<file path="src/rtl/clbs_pkg.sv">
// Shared types, codes and the initialisation table of the character display bus sequencer.
// Depends on nothing; the top level, the controller and the datapath import it.
package clbs_pkg;

  // Request codes carried in the operation field.
  localparam logic [1:0] OP_COMMAND = 2'd0;
  localparam logic [1:0] OP_DATA    = 2'd1;
  localparam logic [1:0] OP_INIT    = 2'd2;
  localparam logic [1:0] OP_NONE    = 2'd3;

  // Configuration register indexes.
  localparam logic [2:0] REG_EIGHT_BIT  = 3'd0;
  localparam logic [2:0] REG_PULSE_US   = 3'd1;
  localparam logic [2:0] REG_CYCLE_US   = 3'd2;
  localparam logic [2:0] REG_COMMAND_US = 3'd3;
  localparam logic [2:0] REG_SLOW_MS    = 3'd4;
  localparam logic [2:0] REG_POWER_MS   = 3'd5;

  // Kind of pin state the controller asks for.
  localparam logic [1:0] KIND_POWER = 2'd0;
  localparam logic [1:0] KIND_HIGH  = 2'd1;
  localparam logic [1:0] KIND_LOW   = 2'd2;

  // Fixed waits added after an initialisation transfer.
  localparam logic [1:0] EXTRA_NONE  = 2'd0;
  localparam logic [1:0] EXTRA_LONG  = 2'd1;
  localparam logic [1:0] EXTRA_SHORT = 2'd2;

  localparam int HOLD_W = 18;

  localparam logic [7:0]  BYTE_CLEAR    = 8'h01;
  localparam logic [7:0]  BYTE_HOME     = 8'h02;
  localparam logic [7:0]  NIBBLE_MASK   = 8'hF0;
  localparam logic [9:0]  US_PER_MS     = 10'd1000;
  localparam logic [12:0] WAIT_LONG_US  = 13'd5000;
  localparam logic [12:0] WAIT_SHORT_US = 13'd150;

  // Command from the controller to the datapath.
  typedef struct packed {
    logic       load;
    logic [1:0] kind;
    logic       sel;
    logic [7:0] data;
    logic       add_cmd;
    logic [1:0] extra;
    logic       slow;
    logic       last;
  } clbs_cmd_t;

  // Status from the datapath to the controller.
  typedef struct packed {
    logic eight_bit;
    logic ready;
  } clbs_stat_t;

  // One transfer of a request: a byte, or a single upper nibble.
  typedef struct packed {
    logic [7:0] value;
    logic       nibble_only;
    logic [1:0] extra;
  } clbs_entry_t;

  // Transfers of the power-up sequence after the initial power wait.
  // The 4-bit sequence has eight transfers, the 8-bit one seven.
  function automatic clbs_entry_t init_entry(input logic eight_bit, input logic [2:0] idx);
    clbs_entry_t e;
    e = '{value: 8'h00, nibble_only: 1'b0, extra: EXTRA_NONE};
    case (idx)
      3'd0: e = '{value: 8'h30, nibble_only: ~eight_bit, extra: EXTRA_LONG};
      3'd1: e = '{value: 8'h30, nibble_only: ~eight_bit, extra: EXTRA_SHORT};
      3'd2: e = '{value: 8'h30, nibble_only: ~eight_bit, extra: EXTRA_SHORT};
      3'd3: begin
        if (eight_bit) begin
          e = '{value: 8'h38, nibble_only: 1'b0, extra: EXTRA_NONE};
        end else begin
          e = '{value: 8'h20, nibble_only: 1'b1, extra: EXTRA_NONE};
        end
      end
      3'd4: e.value = eight_bit ? 8'h0C : 8'h28;
      3'd5: e.value = eight_bit ? 8'h06 : 8'h0C;
      3'd6: e.value = eight_bit ? 8'h01 : 8'h06;
      3'd7: e.value = 8'h01;
      default: e.value = 8'h00;
    endcase
    return e;
  endfunction

endpackage

</file>
<file path="src/rtl/char_lcd_bus_sequencer_top.sv">
// Character display bus sequencer, top level: a write or initialise request in,
// a run of pin states out. The request is registered in the controller, and its first pin state
// then in the output register. Throughput: one pin state per cycle while the output is taken;
// a byte is 4 states in 4-bit mode and 2 in 8-bit mode, initialisation is 25 or 15 states,
// and the next request is accepted once the controller has loaded the last state.
// Reset (synchronous, active low) empties the output and loads the register defaults.
module char_lcd_bus_sequencer_top import clbs_pkg::*; (
  input  logic        clk,
  input  logic        rst_n,
  input  logic        in_tvalid,
  output logic        in_tready,
  input  logic [15:0] in_tdata,   // operation [1:0], value [9:2], zero [15:10]
  output logic        out_tvalid,
  input  logic        out_tready,
  output logic [31:0] out_tdata,  // enable [0], data_lines [8:1], hold_us [26:9], zero [31:27]
  output logic        out_tuser,  // reg_select [0]
  output logic        out_tlast,
  input  logic        cfg_we,
  input  logic [2:0]  cfg_index,
  input  logic [7:0]  cfg_wdata
);

  clbs_cmd_t         cmd;
  clbs_stat_t        stat;
  logic              enable;
  logic [7:0]        data_lines;
  logic [HOLD_W-1:0] hold_us;

  clbs_ctrl u_ctrl (
    .clk          (clk),
    .rst_n        (rst_n),
    .in_valid     (in_tvalid),
    .in_ready     (in_tready),
    .in_operation (in_tdata[1:0]),
    .in_value     (in_tdata[9:2]),
    .stat         (stat),
    .cmd          (cmd)
  );

  clbs_datapath u_datapath (
    .clk            (clk),
    .rst_n          (rst_n),
    .cfg_we         (cfg_we),
    .cfg_index      (cfg_index),
    .cfg_wdata      (cfg_wdata),
    .cmd            (cmd),
    .stat           (stat),
    .out_valid      (out_tvalid),
    .out_ready      (out_tready),
    .out_reg_select (out_tuser),
    .out_enable     (enable),
    .out_data_lines (data_lines),
    .out_hold_us    (hold_us),
    .out_last       (out_tlast)
  );

  // Pack the pin state, lowest field first.
  assign out_tdata = {5'd0, hold_us, data_lines, enable};

endmodule

</file>
<file path="src/rtl/clbs_ctrl.sv">
// Controller of the bus sequencer: walks the transfers and pulses of one request.
// Depends on clbs_pkg.
module clbs_ctrl import clbs_pkg::*; (
  input  logic       clk,
  input  logic       rst_n,
  input  logic       in_valid,
  output logic       in_ready,
  input  logic [1:0] in_operation,
  input  logic [7:0] in_value,
  input  clbs_stat_t stat,
  output clbs_cmd_t  cmd
);

  localparam logic [1:0] ST_IDLE  = 2'd0;
  localparam logic [1:0] ST_POWER = 2'd1;
  localparam logic [1:0] ST_HIGH  = 2'd2;
  localparam logic [1:0] ST_LOW   = 2'd3;

  logic [1:0] st_r, st_nxt;
  logic [1:0] op_r, op_nxt;
  logic [7:0] value_r, value_nxt;
  logic [2:0] idx_r, idx_nxt;
  logic       phase_r, phase_nxt;

  clbs_entry_t entry;
  logic [2:0]  last_idx;
  logic        final_pulse;
  logic        final_entry;
  logic        sel;
  logic [7:0]  pulse_data;

  // Current transfer and where it stands in the request.
  always_comb begin
    if (op_r == OP_INIT) begin
      entry = init_entry(stat.eight_bit, idx_r);
    end else begin
      entry = '{value: value_r, nibble_only: 1'b0, extra: EXTRA_NONE};
    end
    last_idx    = stat.eight_bit ? 3'd6 : 3'd7;
    final_pulse = stat.eight_bit | entry.nibble_only | phase_r;
    final_entry = (op_r != OP_INIT) || (idx_r == last_idx);
    sel         = (op_r == OP_DATA);
    if (stat.eight_bit) begin
      pulse_data = entry.value;
    end else if (phase_r) begin
      pulse_data = {entry.value[3:0], 4'h0};
    end else begin
      pulse_data = entry.value & NIBBLE_MASK;
    end
  end

  // Command to the datapath for the pin state of the current step.
  always_comb begin
    cmd.load    = stat.ready && (st_r != ST_IDLE);
    cmd.sel     = sel;
    cmd.data    = pulse_data;
    cmd.add_cmd = 1'b0;
    cmd.extra   = EXTRA_NONE;
    cmd.slow    = 1'b0;
    cmd.last    = 1'b0;
    case (st_r)
      ST_POWER: begin
        cmd.kind = KIND_POWER;
        cmd.sel  = 1'b0;
        cmd.data = 8'h00;
      end
      ST_HIGH: begin
        cmd.kind = KIND_HIGH;
      end
      ST_LOW: begin
        cmd.kind    = KIND_LOW;
        cmd.add_cmd = final_pulse & ~entry.nibble_only;
        cmd.extra   = final_pulse ? entry.extra : EXTRA_NONE;
        cmd.slow    = final_pulse && !entry.nibble_only && !sel &&
                      (entry.value == BYTE_CLEAR || entry.value == BYTE_HOME);
        cmd.last    = final_pulse & final_entry;
      end
      default: begin
        cmd.kind = KIND_POWER;
      end
    endcase
  end

  assign in_ready = (st_r == ST_IDLE);

  // Step sequencing: one pin state each time the output register takes one.
  always_comb begin
    st_nxt    = st_r;
    op_nxt    = op_r;
    value_nxt = value_r;
    idx_nxt   = idx_r;
    phase_nxt = phase_r;
    case (st_r)
      ST_IDLE: begin
        if (in_valid) begin
          op_nxt    = in_operation;
          value_nxt = in_value;
          idx_nxt   = 3'd0;
          phase_nxt = 1'b0;
          case (in_operation)
            OP_INIT:    st_nxt = ST_POWER;
            OP_COMMAND: st_nxt = ST_HIGH;
            OP_DATA:    st_nxt = ST_HIGH;
            default:    st_nxt = ST_IDLE;
          endcase
        end
      end
      ST_POWER: begin
        if (stat.ready) begin
          st_nxt = ST_HIGH;
        end
      end
      ST_HIGH: begin
        if (stat.ready) begin
          st_nxt = ST_LOW;
        end
      end
      ST_LOW: begin
        if (stat.ready) begin
          if (!final_pulse) begin
            phase_nxt = 1'b1;
            st_nxt    = ST_HIGH;
          end else if (!final_entry) begin
            idx_nxt   = idx_r + 3'd1;
            phase_nxt = 1'b0;
            st_nxt    = ST_HIGH;
          end else begin
            st_nxt = ST_IDLE;
          end
        end
      end
      default: st_nxt = ST_IDLE;
    endcase
  end

  always_ff @(posedge clk) begin
    if (!rst_n) begin
      st_r    <= ST_IDLE;
      op_r    <= OP_COMMAND;
      idx_r   <= 3'd0;
      phase_r <= 1'b0;
    end else begin
      st_r    <= st_nxt;
      op_r    <= op_nxt;
      idx_r   <= idx_nxt;
      phase_r <= phase_nxt;
    end
  end

  always_ff @(posedge clk) begin
    value_r <= value_nxt;
  end

endmodule

</file>
<file path="src/rtl/clbs_datapath.sv">
// Datapath of the bus sequencer: configuration registers, hold time arithmetic
// and the output register. Depends on clbs_pkg.
module clbs_datapath import clbs_pkg::*; (
  input  logic              clk,
  input  logic              rst_n,
  input  logic              cfg_we,
  input  logic [2:0]        cfg_index,
  input  logic [7:0]        cfg_wdata,
  input  clbs_cmd_t         cmd,
  output clbs_stat_t        stat,
  output logic              out_valid,
  input  logic              out_ready,
  output logic              out_reg_select,
  output logic              out_enable,
  output logic [7:0]        out_data_lines,
  output logic [HOLD_W-1:0] out_hold_us,
  output logic              out_last
);

  logic       eight_bit_r;
  logic [7:0] pulse_us_r;
  logic [7:0] cycle_us_r;
  logic [7:0] command_us_r;
  logic [3:0] slow_ms_r;
  logic [7:0] power_ms_r;

  logic              valid_r;
  logic              sel_r;
  logic              enable_r;
  logic [7:0]        data_r;
  logic [HOLD_W-1:0] hold_r;
  logic              last_r;

  logic [HOLD_W-1:0] power_hold;
  logic [13:0]       slow_hold;
  logic [12:0]       extra_hold;
  logic [HOLD_W-1:0] low_hold;
  logic [HOLD_W-1:0] hold_nxt;

  // Configuration writes; an index beyond the list is ignored.
  always_ff @(posedge clk) begin
    if (!rst_n) begin
      eight_bit_r  <= 1'b0;
      pulse_us_r   <= 8'd1;
      cycle_us_r   <= 8'd1;
      command_us_r <= 8'd50;
      slow_ms_r    <= 4'd2;
      power_ms_r   <= 8'd50;
    end else if (cfg_we) begin
      case (cfg_index)
        REG_EIGHT_BIT:  eight_bit_r  <= cfg_wdata[0];
        REG_PULSE_US:   pulse_us_r   <= cfg_wdata;
        REG_CYCLE_US:   cycle_us_r   <= cfg_wdata;
        REG_COMMAND_US: command_us_r <= cfg_wdata;
        REG_SLOW_MS:    slow_ms_r    <= cfg_wdata[3:0];
        REG_POWER_MS:   power_ms_r   <= cfg_wdata;
        default: ;
      endcase
    end
  end

  // Hold time of the requested pin state.
  always_comb begin
    power_hold = HOLD_W'(power_ms_r) * HOLD_W'(US_PER_MS);
    slow_hold  = 14'(slow_ms_r) * 14'(US_PER_MS);
    case (cmd.extra)
      EXTRA_LONG:  extra_hold = WAIT_LONG_US;
      EXTRA_SHORT: extra_hold = WAIT_SHORT_US;
      default:     extra_hold = 13'd0;
    endcase
    low_hold = HOLD_W'(cycle_us_r)
             + (cmd.add_cmd ? HOLD_W'(command_us_r) : HOLD_W'(0))
             + HOLD_W'(extra_hold)
             + (cmd.slow ? HOLD_W'(slow_hold) : HOLD_W'(0));
    case (cmd.kind)
      KIND_POWER: hold_nxt = power_hold;
      KIND_HIGH:  hold_nxt = HOLD_W'(pulse_us_r);
      default:    hold_nxt = low_hold;
    endcase
  end

  assign stat.ready     = !valid_r || out_ready;
  assign stat.eight_bit = eight_bit_r;

  // Output register: loaded by the controller, emptied when the pin state is taken.
  always_ff @(posedge clk) begin
    if (!rst_n) begin
      valid_r <= 1'b0;
    end else if (cmd.load) begin
      valid_r <= 1'b1;
    end else if (out_ready) begin
      valid_r <= 1'b0;
    end
  end

  always_ff @(posedge clk) begin
    if (cmd.load) begin
      sel_r    <= cmd.sel;
      enable_r <= (cmd.kind == KIND_HIGH);
      data_r   <= cmd.data;
      hold_r   <= hold_nxt;
      last_r   <= cmd.last;
    end
  end

  assign out_valid      = valid_r;
  assign out_reg_select = sel_r;
  assign out_enable     = enable_r;
  assign out_data_lines = data_r;
  assign out_hold_us    = hold_r;
  assign out_last       = last_r;

endmodule

</file>
<file path="config.mk">
export PLATFORM = sky130hd
export DESIGN_NAME = char_lcd_bus_sequencer_top
export DESIGN_NICKNAME = d
export VERILOG_FILES = /design/src/rtl/clbs_pkg.sv /design/src/rtl/char_lcd_bus_sequencer_top.sv /design/src/rtl/clbs_ctrl.sv /design/src/rtl/clbs_datapath.sv
export SDC_FILE = /design/constraint.sdc
export NUM_CORES = 1
export LEC_CHECK = 0
export ABC_CLOCK_PERIOD_IN_PS = 13300
export BUFFER_PORTS_ARGS = -buffer_cell sky130_fd_sc_hd__buf_4
export CAP_MARGIN = 20
export CELL_PAD_IN_SITES_DETAIL_PLACEMENT = 1
export CELL_PAD_IN_SITES_GLOBAL_PLACEMENT = 2
export CORE_MARGIN = 1
export CORE_UTILIZATION = 41
export DETAILED_ROUTE_END_ITERATION = 6
export PLACE_DENSITY_LB_ADDON = 0.1
export SETUP_SLACK_MARGIN = 0.02
export SLEW_MARGIN = 20
export SYNTH_ARGS = -nofsm -noshare
export SYNTH_HDL_FRONTEND = slang
export SYNTH_SLANG_ARGS = --single-unit
</file>
<file path="constraint.sdc">
create_clock -name clk -period 13.3 [get_ports clk]
set_input_delay 3.99 -clock clk [delete_from_list [all_inputs] [get_ports clk]]
set_output_delay 3.99 -clock clk [all_outputs]
set_load 0.005 [all_outputs]
</file>
# [Word level (Yosys, flattened, before mapping)]
# Index checks and enable logic that the tools add are counted.
[word_totals] regBits=83 inputBits=32 output_inout_bits=36 wordCells=130
[classes] n_addsub=4 n_mul=2 eq_ne=33 n_mux=37 n_bitwise=6 reduce_logical=31
[op_table] operator="one-hot mux 8 bit (6 select lines)" n=1
[op_table] operator="one-hot mux 18 bit (2 select lines)" n=1
[op_table] operator="two-way mux 8 bit" n=4
[op_table] operator="one-hot mux 13 bit (2 select lines)" n=1
[op_table] operator="adder 18 x 13 -> 18 bit" n=1
[op_table] operator="adder 18 bit" n=1
[op_table] operator="adder 8 x 18 -> 18 bit" n=1
[op_table] operator="equality test 3 bit (second input constant)" n=6
[op_table] operator="multiplier 8 x 7 -> 15 bit (second input constant)" n=1
[op_table] operator="two-way mux 3 bit" n=5
[op_table] operator="two-way mux 14 bit" n=1
[op_table] operator="two-way mux 2 bit" n=7
[op_table] operator="AND reduction 2 bit" n=7
[op_table] operator="equality test 3 x 2 -> 1 bit (second input constant)" n=4
[op_table] operator="multiplier 4 x 7 -> 11 bit (second input constant)" n=1
[op_table] operator="two-way mux 11 bit" n=1
[op_table] operator="equality test 2 x 1 -> 1 bit (second input constant)" n=5
[op_table] operator="equality test 2 bit (second input constant)" n=5
[op_table] operator="one-hot mux 3 bit (3 select lines)" n=1
[op_table] operator="equality test 8 x 1 -> 1 bit (second input constant)" n=1
[op_table] operator="equality test 8 x 2 -> 1 bit (second input constant)" n=1
[op_table] operator="!= test 2 x 1 -> 1 bit (second input constant)" n=4
[op_table] operator="one-hot mux 2 bit (2 select lines)" n=2
[op_table] operator="one-hot mux 2 bit (4 select lines)" n=1
[op_table] operator="24 further kinds" n=50

# [Logic depth before layout (Yosys ltp)]
[logic_depth] ltp_word=15 mapped_depth=21 mapped_depth_nobuf=20

# [By module]
# Synthesis repeated with hierarchy kept, for this count alone.
[unflattened] cells_unflattened=726 area_unflattened_um2=6820.3
[modules_own_cells] mod="clbs_datapath" instances=1 cells_each=581 area_each_um2=5530.3
[modules_own_cells] mod="clbs_ctrl" instances=1 cells_each=138 area_each_um2=1241.2
[modules_own_cells] mod="char_lcd_bus_sequencer_top" instances=1 cells_each=7 area_each_um2=48.8

# [Worst setup path after synthesis]
# Ideal clock, no wire load.
[synth_path] path_type="input to register" start="input out_tready" end="register u_datapath.data_r[0] (netlist: u_datapath.out_data_lines[0]) (enable)" setup_time_ns=0.416 arrival_ns=5.308 required_ns=12.884 slack_ns=7.576 path_stages=2 path_cell_list="nor2b_1 > nor2_1"
[synth_rtl] element="start, declared" line_no="char_lcd_bus_sequencer_top.sv:14" source="input logic out_tready,"
[synth_rtl] element="end signal, assigned" line_no="clbs_datapath.sv:100" source="data_r <= cmd.data;"
[synth_rtl] element="end, declared" line_no="clbs_datapath.sv:30" source="logic [7:0] data_r;"

# [Worst setup path after layout]
[layout_path] start="register u_ctrl.idx_r[0]" end="register u_datapath.hold_r[13] (netlist: u_datapath.out_hold_us[13]), data pin"
[layout_via] elab_chain_len=13 elab_cells_between_ends=35
[layout_lines] element="start, declared" line_no="clbs_ctrl.sv:22" source="logic [2:0] idx_r, idx_nxt;"
[layout_lines] element="start signal, assigned" line_no="clbs_ctrl.sv:145" source="idx_r <= idx_nxt;"
[layout_lines] element="equality test 3 x 1 -> 1 bit / equality test 3 x 2 -> 1 bit (equally long branches)" line_no="clbs_pkg.sv:68" source="case (idx)"
[layout_lines] element="OR reduction 2 bit (no line)"
[layout_lines] element="one-hot mux 3 bit (3 select lines)" line_no="clbs_pkg.sv:68"
[layout_lines] element="two-way mux 11 bit *" line_no="clbs_ctrl.sv:34" source="if (op_r == OP_INIT) begin"
[layout_lines] element="OR 1 bit (2 in a row)" line_no="clbs_ctrl.sv:40" source="final_pulse = stat.eight_bit | entry.nibble_only | phase_r;"
[layout_lines] element="bitwise AND 1 bit, or another cell as far along" line_no="clbs_ctrl.sv:72" source="cmd.add_cmd = final_pulse & ~entry.nibble_only;"
[layout_lines] element="two-way mux 5 bit *" line_no="clbs_ctrl.sv:61" source="case (st_r)"
[layout_lines] element="two-way mux 8 bit, or another cell as far along" line_no="clbs_datapath.sv:72" source="+ (cmd.add_cmd ? HOLD_W'(command_us_r) : HOLD_W'(0))"
[layout_lines] element="adder 8 x 18 -> 18 bit, or another cell as far along" line_no="clbs_datapath.sv:72"
[layout_lines] element="adder 18 x 13 -> 18 bit / two-way mux 14 bit (equally long branches)" line_no="clbs_datapath.sv:73, clbs_datapath.sv:74"
[layout_lines] element="adder 18 bit *" line_no="clbs_datapath.sv:74" source="+ (cmd.slow ? HOLD_W'(slow_hold) : HOLD_W'(0));"
[layout_lines] element="one-hot mux 18 bit (2 select lines) *" line_no="clbs_datapath.sv:75" source="case (cmd.kind)"
[layout_lines] element="named net u_datapath.hold_nxt[13]" line_no="clbs_datapath.sv:38" source="logic [HOLD_W-1:0] hold_nxt;"
[layout_lines] element="end signal, assigned" line_no="clbs_datapath.sv:101" source="hold_r <= hold_nxt;"
[layout_lines] element="end, declared" line_no="clbs_datapath.sv:31" source="logic [HOLD_W-1:0] hold_r;"
# The timed path passes the listed nets; every way through them passes the cells marked *. The select of a mux whose other input is x is not followed.
# A chain may end at the register's enable or synchronous reset.

==> results.md <==
- Status: complete, no violations
- Final Cell Area: 7420 sq um
- Clock-pin slew on the worst setup and hold paths: 0.06 ns
- Drt via density: 5.21
- Final Hold Vio Count: 0
- Worst R2R Setup Slack: 7.61 ns
- Core area: 15,300 sq um
- Largest net degree at the start of global routing: 37
- Max IR drop VDD: 0.0664 mV
- WHS Path Cells: 2
- Root Buffer: clkbuf_16
- FP Rows: 45
- Worst path required time: 13.49 ns
- CP Data Arrival Time: 5.88 ns
- WS Path Type: reg -> reg
- Start of the worst register-to-register path: u_ctrl.idx_r[0]
- Port buffer count: 56
- Synth area leaders: edfxtp_1 (17%), ha_1 (15%), dfxtp_1 (14%), fa_1 (12%), nand2_1 (5.6%)
- Max_slew headroom: a little over 50%
- CP Cell Sequence: inv_1 -> ha_1 -> nor4_1 -> nand3b_1 -> a21oi_1 -> nor2_4 -> nand4_1 -> or2_1 -> fa_1 -> fa_1 -> inv_1 -> ha_1 -> o21ai_0 -> o21ai_1 -> a21oi_1 -> o21ba_1 -> or3b_1 -> a41oi_1
- Power Dens Cells: between 100 and 150 nW/um^2
- Area share of the largest cell type after synthesis: 17.1%
- H-Tree Depth: 3
- Syn. warnings: 0
- CP Buf/Inv Count: 2
- Nets: 898
- IO Count: 68
- Max-cap viol count: 0
- Post-Place Cells: 946
- Number of global-route vias before repair: between 5,000 and 6,000
- Max Fclk: 176 MHz
- Type of the worst min-delay path: reg -> reg
- Cells after Synth: around 700
- Clk Latency, worst-skew pair: 0.34 ns
- Top_reg_cell synth: dfxtp_1
- Worst-margin pin slew: ~0.73 ns
- Max Slew Vio Count: 0
- Global-route wire length before repair: around 27,000 microns
- Family with the most delay on the worst path: simple AND/OR/NAND/NOR gates
- Period utilisation layout: 42.8%
- Crit-path max FO: 11
- CTS tree: built
- Post-synth EDFFs: 37
- Hold_sp: u_datapath.pulse_us_r[2]
- Minimum clock period: 5.69 ns
- Clock buffer depth: 2
- Die Area: 16,300 sq um
- GRT Overall Usage: 21.4%
- Filler instances: 1,777
- CP endpoint kind: flop
- Aggregate global routing overflow: 0
- FFs w/ async S/R, synth: 0%
- Hold_buf cts: 0
- Unique masters post-synth: 67
- # resized after CTS: 0
- Final Setup Violations: 0
- Cell taking the most area after synthesis: edfxtp_1
- WL/cell: 17.0 microns
- WL final: 16,300 microns
- GP Congestion: 0.779
- Via count: 5,010
- Worst reg2reg path depth: 18
- Number of synthesized register bits: 83
- Share of layout cells above drive strength 1: 12.4%
- Routed Antenna Nets: 0
- RSZ-0062 raised after global routing: no
- DRC errors left: 0
- Mapped Avg Cell Area: 9.34 sq um
- Area Overhead vs Synth: 14.3%
- Placed instance area: 7100 sq um
- Post-CTS Setup Bufs: 0
- Seq/Total Area, Yosys: ~31%
- Clk sink count: between 80 and 90
- DP HPWL: 13,000 microns
- Clk_skew: ~0.0066 ns
- Initial drt markers: between 200 and 300
- FF-to-FF End: u_datapath.out_hold_us[13]
- Initial antenna violation count: 0
- First-pass iteration count of the detailed router: 4
- Post-Layout Cell Count: 962
- P_leak: 3.28 nW
- Ant. Diodes: 0
- CP max stage delay: roughly 0.60 ns
- Hold Slack: 0.456 ns
- Startpoint types: flop
- Die Span Y: 128 microns
- Mapped Area: between 6000 and 7000 sq um
- Setup TNS: 0 ns
- CP max-delay cell: nand4_1
- Starting density of the core: 42.4%
- Chip Width: 128 microns
- Hold Path Sink: u_datapath.pulse_us_r[2]
- CTS buffer count: 9
==> cell usage in the layout (no fill, tap or decap), drive strengths merged, types with 3 or more instances in the layout <==
| cell | count |
|---|---|
| a211oi | 7 |
| a21o | 6 |
| a21oi | 55 |
| a22oi | 4 |
| a31oi | 4 |
| and2 | 11 |
| and3 | 5 |
| buf | 61 |
| clkbuf | 11 |
| clkinv | 4 |
| conb | 5 |
| dfxtp | 46 |
| edfxtp | 37 |
| fa | 40 |
| ha | 80 |
| inv | 66 |
| mux2 | 5 |
| mux2i | 12 |
| nand2 | 97 |
| nand2b | 6 |
| nand3 | 12 |
| nor2 | 49 |
| nor2b | 18 |
| nor3 | 14 |
| o211ai | 4 |
| o21a | 11 |
| o21ai | 22 |
| o32ai | 3 |
| xnor2 | 8 |
| xor2 | 9 |
==> final cells by class <==
| cell class | instances | area [sq um] | area share, % |
|---|---|---|---|
| timing repair buffer | 61 | 458 | 6.17 |
| sequential | 83 | 2030 | 27.4 |
| clock inverter | 5 | 77.6 | 1.05 |
| tap | 211 | 264 | 3.56 |
| multi-input combinational | 524 | 4090 | 55.2 |
| inverter | 67 | 251 | 3.39 |
| clock buffer | 11 | 243 | 3.27 |
==> sequential cells by signal (all words and copies together) (netlist names), 3 cells and up <==
name,cells
u_datapath.out_hold_us,18
u_datapath.power_ms_r,8
u_ctrl.value_r,8
u_datapath.cycle_us_r,8
u_datapath.out_data_lines,8
u_datapath.command_us_r,8
u_datapath.pulse_us_r,8
u_datapath.slow_ms_r,4
u_ctrl.idx_r,3
==> cell families after synthesis <==
| group | after synthesis | synth area share, % |
|---|---|---|
| AO/OA/AOI/OAI | 136 | 13.2 |
| multiplexers | 17 | 2.72 |
| other | 1 | 0.0577 |
| XOR/XNOR | 17 | 2.29 |
| buffers and inverters | 92 | 5.93 |
| adder cells (fa/ha/maj) | 120 | 27.7 |
| flip-flops | 83 | 31.3 |
| AND/OR/NAND/NOR | 229 | 16.8 |
==> per-stage QoR <==
stage,setup slack (ns),power [mW],util (%)
2_1_floorplan,7.58,0.496,-
3_3_place_gp,7.67,0.591,46.4
6_report,7.61,0.865,48.4
4_1_cts,7.56,0.878,48.4
3_5_place_dp,7.60,0.599,46.4
5_1_grt,7.11,0.915,48.4
==> report_power, final <==
part / switching, mW / leakage, nW / internal (mW)
combinational: 0.143 / 2.39 / 0.116
sequential: 0.0165 / 0.730 / 0.317
clock: 0.104 / 0.157 / 0.169
==> worst max-delay path by stage <==
stage | startpoint | endpoint | slack [ns] | cells after the start
finish | u_ctrl.idx_r[0] | u_datapath.out_hold_us[13] | 7.61 | 18
global route | u_ctrl.idx_r[2] | u_datapath.out_hold_us[14] | 7.11 | 18
CTS | u_ctrl.idx_r[0] | u_datapath.out_hold_us[13] | 7.56 | 18
detailed placement | u_ctrl.idx_r[0] | u_datapath.out_hold_us[13] | 7.60 | 18
global placement | u_ctrl.idx_r[0] | u_datapath.out_hold_us[12] | 7.67 | 18
floorplan | out_tready | u_datapath.out_data_lines[0] | 7.58 | 2
==> Yosys cell counts (all sizes together) (13+ instances only) <==
library cell,count
nand2,97
o21ai,22
dfxtp,46
nor2,49
ha,80
a21oi,55
edfxtp,37
nor2b,18
buf,13
fa,40
inv,66
nor3,14
==> worst reg2reg max path, cell delays in order (launching register included) <==
cell      delay, ns
dfxtp_1        0.44
inv_1          0.10
ha_1           0.28
nor4_1         0.34
nand3b_1       0.18
a21oi_1        0.11
nor2_4         0.26
nand4_1        0.60
or2_1          0.48
fa_1           0.51
fa_1           0.52
inv_1          0.05
ha_1           0.34
o21ai_0        0.12
o21ai_1        0.23
a21oi_1        0.19
o21ba_1        0.23
or3b_1         0.36
a41oi_1        0.21
==> layer usage <==
metal,share of wire (%),vias to the layer above,track usage [%]
met5,0,-,0
met4,0.72,0,4.98
met3,3.1,11,4.05
met2,50,56,37.1
met1,46,2476,27.6
li1,-,2467,-
No activity file was read; power rests on OpenSTA's default activity.
